[config.mk]
export PLATFORM = sky130hd
export DESIGN_NAME = bitmap_chunk_allocator
export DESIGN_NICKNAME = d
export VERILOG_FILES = /design/src/sv/bca_pkg.sv /design/src/sv/bitmap_chunk_allocator.sv
export SDC_FILE = /design/constraint.sdc
export NUM_CORES = 1
export LEC_CHECK = 0
export ABC_AREA = 1
export BUFFER_PORTS_ARGS = -buffer_cell sky130_fd_sc_hd__buf_4
export CAP_MARGIN = 15
export CORE_MARGIN = 10
export CORE_UTILIZATION = 60
export DETAILED_ROUTE_END_ITERATION = 16
export PLACE_DENSITY = 0.86
export SETUP_SLACK_MARGIN = 0.3
export SKIP_LAST_GASP = 1
export SLEW_MARGIN = 40
export SYNTH_ARGS = -nofsm -noshare
export SYNTH_HDL_FRONTEND = slang
export SYNTH_SLANG_ARGS = --single-unit
export TNS_END_PERCENT = 100
[constraint.sdc]
create_clock -name clock -period 12.94 [get_ports clock]
set_clock_uncertainty 0.2 [all_clocks]
set_input_delay 0.647 -clock clock [delete_from_list [all_inputs] [get_ports clock]]
set_output_delay 0.647 -clock clock [all_outputs]
set_load 0.01 [all_outputs]
[src/sv/bca_pkg.sv]
// bca_pkg: shared types and codes for the bitmap chunk allocator
// controller states, status codes, request kinds, register indexes and the free-bit search
// depends on nothing; imported by bitmap_chunk_allocator, bca_tb_pkg and the testbench
package bca_pkg;

   localparam int CSR_INDEX_W = 8;

   localparam logic [CSR_INDEX_W-1:0] CSR_BASE_ADDRESS = 8'd0;
   localparam logic [CSR_INDEX_W-1:0] CSR_POOL_READY   = 8'd1;

   localparam logic REQ_ALLOC = 1'b0;
   localparam logic REQ_FREE  = 1'b1;

   localparam logic [1:0] STATUS_OK     = 2'd0;
   localparam logic [1:0] STATUS_FAIL   = 2'd1;
   localparam logic [1:0] STATUS_NOINIT = 2'd2;

   typedef enum logic [3:0] {
      S_CLEAR,
      S_IDLE,
      S_SCAN,
      S_MUL,
      S_ADD,
      S_DIV,
      S_QMUL,
      S_FIX,
      S_FREE_RD,
      S_FREE_WR,
      S_PUT
   } state_type;

   // position of the lowest free chunk in a byte; chunk 0 of the byte sits in bit 7
   function automatic logic [2:0] first_free(input logic [7:0] map_byte);
      logic [2:0] pos;
      logic       found;
      pos   = 3'd0;
      found = 1'b0;
      for (int j = 0; j < 8; j++) begin
         if (!found && !map_byte[7-j]) begin
            pos   = 3'(j);
            found = 1'b1;
         end
      end
      return pos;
   endfunction

endpackage

[src/sv/bitmap_chunk_allocator.sv]
// bitmap_chunk_allocator: fixed-size chunk allocator over a byte-wide used bitmap in block memory
// alloc scans the bitmap one byte per cycle; free finds the chunk by a reciprocal multiply
// depends on bca_pkg
//
// Serves one request at a time. After reset a clearing pass writes the bitmap to zero, one byte
// per cycle over all MAP_BYTES bytes ((CHUNK_COUNT+7)/8, 32 at the default size), during which
// no request is taken; configuration writes are taken at any time. An alloc reads the bitmap
// one byte per cycle through the single read port of the memory and stops at the first byte
// with a clear bit, then forms the address by a multiply and an add; a full pool fails once
// the last byte is checked. A free multiplies the offset by the reciprocal of the chunk size,
// checks the remainder, then reads and writes back one byte; an offset that is not aligned
// fails at the remainder check. A request with a bad address or with the pool not ready goes
// straight to the response. The next request is taken in the cycle after the response is
// loaded; a response held by the receiver stalls the next one only once it is ready to be loaded.
module bitmap_chunk_allocator #(
   parameter int CHUNK_COUNT = 256,
   parameter int CHUNK_BYTES = 64
) (
   input  logic                             clock,
   input  logic                             reset,
   // request channel
   input  logic                             req_tvalid,
   output logic                             req_tready,
   input  logic [31:0]                      req_tdata,   // [31:0] free_address
   input  logic [0:0]                       req_tuser,   // [0] req_type
   // response channel
   output logic                             rsp_tvalid,
   input  logic                             rsp_tready,
   output logic [39:0]                      rsp_tdata,   // [31:0] alloc_address, [39:32] chunk_index
   output logic [1:0]                       rsp_tuser,   // [1:0] status
   // register write channel
   input  logic                             csr_valid,
   output logic                             csr_ready,
   input  logic [bca_pkg::CSR_INDEX_W-1:0]  csr_index,
   input  logic [31:0]                      csr_data
);
   import bca_pkg::*;

   localparam int MAP_BYTES = (CHUNK_COUNT + 7) / 8;
   localparam int MAP_W     = (MAP_BYTES > 1) ? $clog2(MAP_BYTES) : 1;
   localparam int NW        = MAP_W + 3;
   localparam int TAIL_USED = CHUNK_COUNT - 8 * (MAP_BYTES - 1);

   localparam logic [MAP_W-1:0] LAST_BYTE  = MAP_W'(MAP_BYTES - 1);
   localparam logic [7:0]       TAIL_PAD   = 8'(8'hff >> TAIL_USED);
   localparam logic [31:0]      POOL_BYTES = 32'(CHUNK_COUNT * CHUNK_BYTES);
   localparam logic [31:0]      CB32       = 32'(CHUNK_BYTES);
   // floor((2^32-1)/CHUNK_BYTES); the quotient estimate is exact or one low
   localparam logic [31:0]      RECIP      = 32'(64'hffff_ffff / CHUNK_BYTES);

   // bitmap store
   logic [7:0]       map_mem [0:MAP_BYTES-1];
   logic [7:0]       mem_q_ff;
   logic             mem_we;
   logic [MAP_W-1:0] mem_wa;
   logic [7:0]       mem_wd;
   logic [MAP_W-1:0] mem_ra;

   state_type        state_ff, state_in;
   logic [MAP_W-1:0] clr_addr_ff, clr_addr_in;
   logic [MAP_W-1:0] rd_addr_ff, rd_addr_in;
   logic [MAP_W-1:0] chk_addr_ff, chk_addr_in;
   logic             chk_vld_ff, chk_vld_in;
   logic [NW-1:0]    n_ff, n_in;
   logic [31:0]      off_ff, off_in;
   logic [63:0]      recip_ff, recip_in;
   logic [31:0]      prod_ff, prod_in;
   logic [1:0]       res_status_ff, res_status_in;
   logic [31:0]      res_addr_ff, res_addr_in;
   logic             rsp_valid_ff, rsp_valid_in;
   logic [39:0]      rsp_data_ff, rsp_data_in;
   logic [1:0]       rsp_user_ff, rsp_user_in;
   logic [31:0]      base_ff, base_in;
   logic             ready_ff, ready_in;

   logic [31:0]      offset;
   logic [7:0]       scan_byte;
   logic [2:0]       free_pos;
   logic [31:0]      fix_rem;

   always_ff @(posedge clock) begin
      if (mem_we) begin
         map_mem[mem_wa] <= mem_wd;
      end
      mem_q_ff <= map_mem[mem_ra];
   end

   // register writes
   always_comb begin
      base_in  = base_ff;
      ready_in = ready_ff;
      if (csr_valid) begin
         unique case (csr_index)
            CSR_BASE_ADDRESS: base_in  = csr_data;
            CSR_POOL_READY:   ready_in = csr_data[0];
            default: ;
         endcase
      end
   end

   assign csr_ready = 1'b1;

   assign offset    = req_tdata - base_ff;
   assign scan_byte = mem_q_ff | ((chk_addr_ff == LAST_BYTE) ? TAIL_PAD : 8'h00);
   assign free_pos  = first_free(scan_byte);
   assign fix_rem   = off_ff - prod_ff;

   always_comb begin
      state_in      = state_ff;
      clr_addr_in   = clr_addr_ff;
      rd_addr_in    = rd_addr_ff;
      chk_addr_in   = chk_addr_ff;
      chk_vld_in    = 1'b0;
      n_in          = n_ff;
      off_in        = off_ff;
      recip_in      = recip_ff;
      prod_in       = prod_ff;
      res_status_in = res_status_ff;
      res_addr_in   = res_addr_ff;
      rsp_valid_in  = rsp_valid_ff && !rsp_tready;
      rsp_data_in   = rsp_data_ff;
      rsp_user_in   = rsp_user_ff;
      mem_we        = 1'b0;
      mem_wa        = chk_addr_ff;
      mem_wd        = 8'h00;
      mem_ra        = rd_addr_ff;
      req_tready    = 1'b0;

      unique case (state_ff)
         S_CLEAR: begin
            mem_we = 1'b1;
            mem_wa = clr_addr_ff;
            mem_wd = 8'h00;
            if (clr_addr_ff == LAST_BYTE) begin
               state_in = S_IDLE;
            end else begin
               clr_addr_in = clr_addr_ff + 1'b1;
            end
         end

         S_IDLE: begin
            req_tready = 1'b1;
            if (req_tvalid) begin
               n_in        = '0;
               res_addr_in = '0;
               if (!ready_ff) begin
                  res_status_in = STATUS_NOINIT;
                  state_in      = S_PUT;
               end else if (req_tuser[0] == REQ_ALLOC) begin
                  rd_addr_in = '0;
                  state_in   = S_SCAN;
               end else if (req_tdata == 32'd0 || offset >= POOL_BYTES) begin
                  res_status_in = STATUS_FAIL;
                  state_in      = S_PUT;
               end else begin
                  off_in   = offset;
                  state_in = S_DIV;
               end
            end
         end

         // one read issued per cycle; the byte read last cycle is checked now
         S_SCAN: begin
            mem_ra      = rd_addr_ff;
            rd_addr_in  = (rd_addr_ff == LAST_BYTE) ? rd_addr_ff : rd_addr_ff + 1'b1;
            chk_addr_in = rd_addr_ff;
            chk_vld_in  = 1'b1;
            if (chk_vld_ff) begin
               if (scan_byte != 8'hff) begin
                  mem_we   = 1'b1;
                  mem_wa   = chk_addr_ff;
                  mem_wd   = mem_q_ff | (8'h80 >> free_pos);
                  n_in     = {chk_addr_ff, free_pos};
                  state_in = S_MUL;
               end else if (chk_addr_ff == LAST_BYTE) begin
                  res_status_in = STATUS_FAIL;
                  state_in      = S_PUT;
               end
            end
         end

         S_MUL: begin
            prod_in  = 32'(n_ff) * CB32;
            state_in = S_ADD;
         end

         S_ADD: begin
            res_addr_in   = base_ff + prod_ff;
            res_status_in = STATUS_OK;
            state_in      = S_PUT;
         end

         // offset times the reciprocal of the chunk size
         S_DIV: begin
            recip_in = {32'd0, off_ff} * {32'd0, RECIP};
            state_in = S_QMUL;
         end

         S_QMUL: begin
            n_in     = recip_ff[32 +: NW];
            prod_in  = 32'(recip_ff[32 +: NW]) * CB32;
            state_in = S_FIX;
         end

         // remainder is below twice the chunk size; one chunk left over means one low
         S_FIX: begin
            if (fix_rem == 32'd0) begin
               state_in = S_FREE_RD;
            end else if (fix_rem == CB32) begin
               n_in     = n_ff + 1'b1;
               state_in = S_FREE_RD;
            end else begin
               // offset not aligned to the chunk size
               n_in          = '0;
               res_status_in = STATUS_FAIL;
               state_in      = S_PUT;
            end
         end

         S_FREE_RD: begin
            mem_ra   = n_ff[NW-1:3];
            state_in = S_FREE_WR;
         end

         S_FREE_WR: begin
            mem_we        = 1'b1;
            mem_wa        = n_ff[NW-1:3];
            mem_wd        = mem_q_ff & ~(8'h80 >> n_ff[2:0]);
            res_status_in = STATUS_OK;
            state_in      = S_PUT;
         end

         S_PUT: begin
            if (!rsp_valid_ff || rsp_tready) begin
               rsp_valid_in = 1'b1;
               rsp_data_in  = {8'(n_ff), res_addr_ff};
               rsp_user_in  = res_status_ff;
               state_in     = S_IDLE;
            end
         end

         default: begin
            state_in = S_IDLE;
         end
      endcase
   end

   always_ff @(posedge clock) begin
      if (reset) begin
         state_ff     <= S_CLEAR;
         clr_addr_ff  <= '0;
         rd_addr_ff   <= '0;
         chk_vld_ff   <= 1'b0;
         rsp_valid_ff <= 1'b0;
         base_ff      <= '0;
         ready_ff     <= 1'b0;
      end else begin
         state_ff     <= state_in;
         clr_addr_ff  <= clr_addr_in;
         rd_addr_ff   <= rd_addr_in;
         chk_vld_ff   <= chk_vld_in;
         rsp_valid_ff <= rsp_valid_in;
         base_ff      <= base_in;
         ready_ff     <= ready_in;
      end
   end

   always_ff @(posedge clock) begin
      chk_addr_ff   <= chk_addr_in;
      n_ff          <= n_in;
      off_ff        <= off_in;
      recip_ff      <= recip_in;
      prod_ff       <= prod_in;
      res_status_ff <= res_status_in;
      res_addr_ff   <= res_addr_in;
      rsp_data_ff   <= rsp_data_in;
      rsp_user_ff   <= rsp_user_in;
   end

   assign rsp_tvalid = rsp_valid_ff;
   assign rsp_tdata  = rsp_data_ff;
   assign rsp_tuser  = rsp_user_ff;

endmodule

==> run_results.csv <==
group,metric,value,unit
status,status,"finished clean",
sta,setup_viol,0,
global_route,grt_overflow,0,
logic_synthesis,synth_adder_area_share,0.2788,
placed_design,globalplace.congestion,1.028,
global_route,grt_pass1_vias,25754,
die,start_util,0.6097,
logic_synthesis,syn-num-nets,4137,
detailed_routing,wl_per_cell,20.67,um
critical_path,required,13.04,ns
cells_and_area,n_fill_cell,4133,
critical_path,critPathLaunch,"off_ff[16]",
sta,clock.fmax,0.1429,GHz
clocking,cts_resized,0,
sta,slew_headroom,0.4242,
cells_and_area,num_antenna_cells,0,
detailed_routing,vias_per_cell,5.757,
clocking,cts_tree,"yes",
sta,worstMarginPinSlew,0.8566,ns
die,io_pins,123,
detailed_routing,drtIter0Drc,3044,
detailed_routing,drt-pass1-iter-count,6,
logic_synthesis,synth_cells,3521,
logic_synthesis,synthArstFlopShare,0,
sta,post-route-min-period,6.996,ns
critical_path,crit_arrival,7.10,ns
cells_and_area,most-common-layout-cells,"inv_1, nand2_1, edfxtp_1",
logic_synthesis,synth_edf_count,393,
clocking,cts_buffer_depth,3,
power,vdd_ir_drop_max,0.1037,mV
clocking,cts_buffers,41,
global_route,grt_max_degree,103,
detailed_routing,drt_wl_total,91360,um
cells_and_area,finalNetCount,4255,
sta,rsz0062_at_grt,"false",
logic_synthesis,synth-main-ff-cell,"edfxtp_1",
global_route,grt.total_usage,0.2757,
sta,period_share,0.5406,
critical_path,worstReg2RegEnd,"recip_ff[39]",
power,power_leakage,16.33,nW
placed_design,hpwl,71340,um
global_route,grt_pass1_wl,142500,um
die,die_x,257.3,um
cells_and_area,layout_commonest_cell,"inv_1",
detailed_routing,vias,25444,
cells_and_area,areaGrowthSynthToFinish,9.787,%
detailed_routing,ant_nets,0,
critical_path,r2r_cells,22,
logic_synthesis,synth-simple-area-share,0.1422,
clocking,clk_latency,0.58,ns
clocking,hold_buffers,0,
placed_design,placed_cells,4344,
clocking,cts-root-buf,"clkbuf_16",
sta,setup_tns,0,ns
logic_synthesis,ys_warn_count,0,
die,rows,86,
sta,setup_ws,5.944,ns
logic_synthesis,yosysSeqAreaShare,0.3831,
hold_path,hold_path_class,"input port to register",
flow_run,cap_violations,0,
clocking,cts.htree.levels,2,
die,dieArea,0.06620,mm^2
die,die-height,257.3,um
cells_and_area,layout.cells.non_filler,4420,
logic_synthesis,synth_top_family_by_area,"adder cells",
critical_path,cp-end-kind,"register",
critical_path,crit_fanout,6,
logic_synthesis,synth.distinct_cells,58,
critical_path,r2r-start,"off_ff[16]",
logic_synthesis,synth_compound_area_frac,0.08773,
logic_synthesis,synth_xor_area_frac,0.01322,
cells_and_area,drive_above_1_share,0.07435,
logic_synthesis,synth.mux.area_fraction,0,
clocking,clkTransAtPathRegs,0.08,ns
logic_synthesis,syn_area_per_cell,9.596,um^2
clocking,clock_sinks,450,
global_route,antenna_found_initial,1,
critical_path,crit_type,"register to register",
clocking,cts_setup_buffers,0,
die,coreArea,0.05542,mm^2
logic_synthesis,syn_area,0.03379,mm^2
logic_synthesis,yosys_register_bits,450,
power,powerDensity,81.93,mW/mm^2
sta,slew_viol_final,0,
placed_design,preCtsSetupSlack,5.989,ns
critical_path,cp-endpoint,"recip_ff[39]",
placed_design,port_buffers,121,
critical_path,rrSetupSlack,5.94,ns
detailed_routing,drc,0,
critical_path,start_kind,"register",
sta,final-hold-violation-count,0,
==> worst max-delay path: stages (launching register included) <==
cell and delay [ns]:
edfxtp_1 0.55, inv_1 0.19, fa_1 0.58, fa_1 0.57
inv_1 0.08, fa_1 0.51, fa_1 0.61, inv_1 0.08
fa_1 0.55, inv_1 0.06, fa_1 0.55, inv_1 0.06
fa_1 0.54, inv_1 0.04, ha_1 0.33, nand2_1 0.11
nor3_1 0.29, inv_1 0.10, nor4_1 0.27, nand2_1 0.10
o2111ai_1 0.09, a41oi_1 0.08, xor2_1 0.18
==> cell type report <==
type | count | area [um^2] | area share
Multi-Input combinational cell | 2230 | 17760 | 0.4789
Clock buffer | 49 | 1129 | 0.03042
Inverter | 773 | 2904 | 0.07829
Clock inverter | 27 | 327.8 | 0.008837
Timing Repair Buffer | 143 | 1092 | 0.02945
Sequential cell | 450 | 12940 | 0.3489
Tap cell | 748 | 935.9 | 0.02523
==> cell usage after synthesis (4+ instances only) <==
master / number / share of area
nor2_2: 10 / 0.0019
o22ai_1: 23 / 0.0043
edfxtp_1: 393 / 0.35
nand2_1: 509 / 0.057
o31ai_1: 4 / 0.00089
o21bai_1: 5 / 0.0011
a31oi_1: 20 / 0.0037
xnor2_1: 15 / 0.0039
nor4_1: 14 / 0.0026
o21ai_1: 5 / 0.00074
clkinv_1: 4 / 0.00044
nor3_1: 30 / 0.0044
nand2_2: 9 / 0.0017
xor2_1: 36 / 0.0093
o221ai_1: 48 / 0.012
inv_1: 768 / 0.085
buf_2: 13 / 0.0019
dfxtp_1: 57 / 0.034
a21o_1: 6 / 0.0013
clkbuf_1: 48 / 0.0053
o21a_1: 9 / 0.0020
fa_1: 358 / 0.21
buf_4: 5 / 0.0011
nor2_1: 396 / 0.044
o21ai_0: 203 / 0.030
a211oi_1: 34 / 0.0076
o211ai_1: 15 / 0.0033
nand3_1: 113 / 0.017
ha_1: 180 / 0.067
a21oi_1: 106 / 0.016
nand3b_1: 7 / 0.0016
nand4_1: 33 / 0.0061
==> flip-flops by register name (all words and copies together) (netlist names), 2 cells and up <==
| name | flops |
|---|---|
| off_ff | 32 |
| state_ff | 4 |
| clr_addr_ff | 5 |
| base_ff | 32 |
| recip_ff | 8 |
| n_ff | 8 |
| rd_addr_ff | 5 |
| mem_q_ff | 8 |
| rsp_tdata | 40 |
| rsp_tuser | 2 |
| res_status_ff | 2 |
| res_addr_ff | 32 |
| chk_addr_ff | 5 |
| map_mem | 256 |
| prod_ff | 8 |
==> report_power, final <==
group	total, mW	leakage, nW	switching [mW]	internal, mW
clock	1.32	0.705	0.567	0.752
sequential	1.58	4.14	0.00569	1.57
combinational	0.142	11.5	0.0913	0.0504
total	3.04	16.3	0.664	2.37
==> kinds of logic after synthesis <==
| family | count (synthesis) |
|---|---|
| and+or+nand+nor | 1144 |
| buffers and inverters | 841 |
| adders and majority gates | 538 |
| AOI/OAI and AO/OA | 496 |
| DFF | 450 |
| xor gates and xnor gates | 51 |
| other | 1 |
==> worst min-delay path by stage <==
stage                     slack [ns]            end  cells past startpoint             from
final                           0.13     base_ff[4]                      3      csr_data[4]
after global routing            0.14    base_ff[29]                      3     csr_data[29]
after CTS                       0.12    base_ff[20]                      3     csr_data[20]
after detailed placement        0.20  rsp_tdata[31]                      0  res_addr_ff[31]
after global placement          0.20   rsp_tdata[0]                      0   res_addr_ff[0]
after floorplan                 0.20   rsp_tdata[0]                      0   res_addr_ff[0]
==> layer usage <==
layer  part of all wire  GRT usage
met3               0.11    0.05500
met2               0.46     0.4341
met4              0.048     0.1180
met5            0.00022          0
met1               0.39     0.3689
==> through the flow <==
step	util	instance area [um^2]	hold WS [ns]	power [mW]
floorplan	-	33790	0.2003	1.693
global placement	0.6421	35580	0.2026	1.744
detailed placement	0.6430	35630	0.2045	1.747
CTS	0.6693	37090	0.1165	3.043
global route	0.6694	37090	0.1378	3.119
finish	0.6694	37090	0.1290	3.039
No activity file was read; power rests on OpenSTA's default activity.
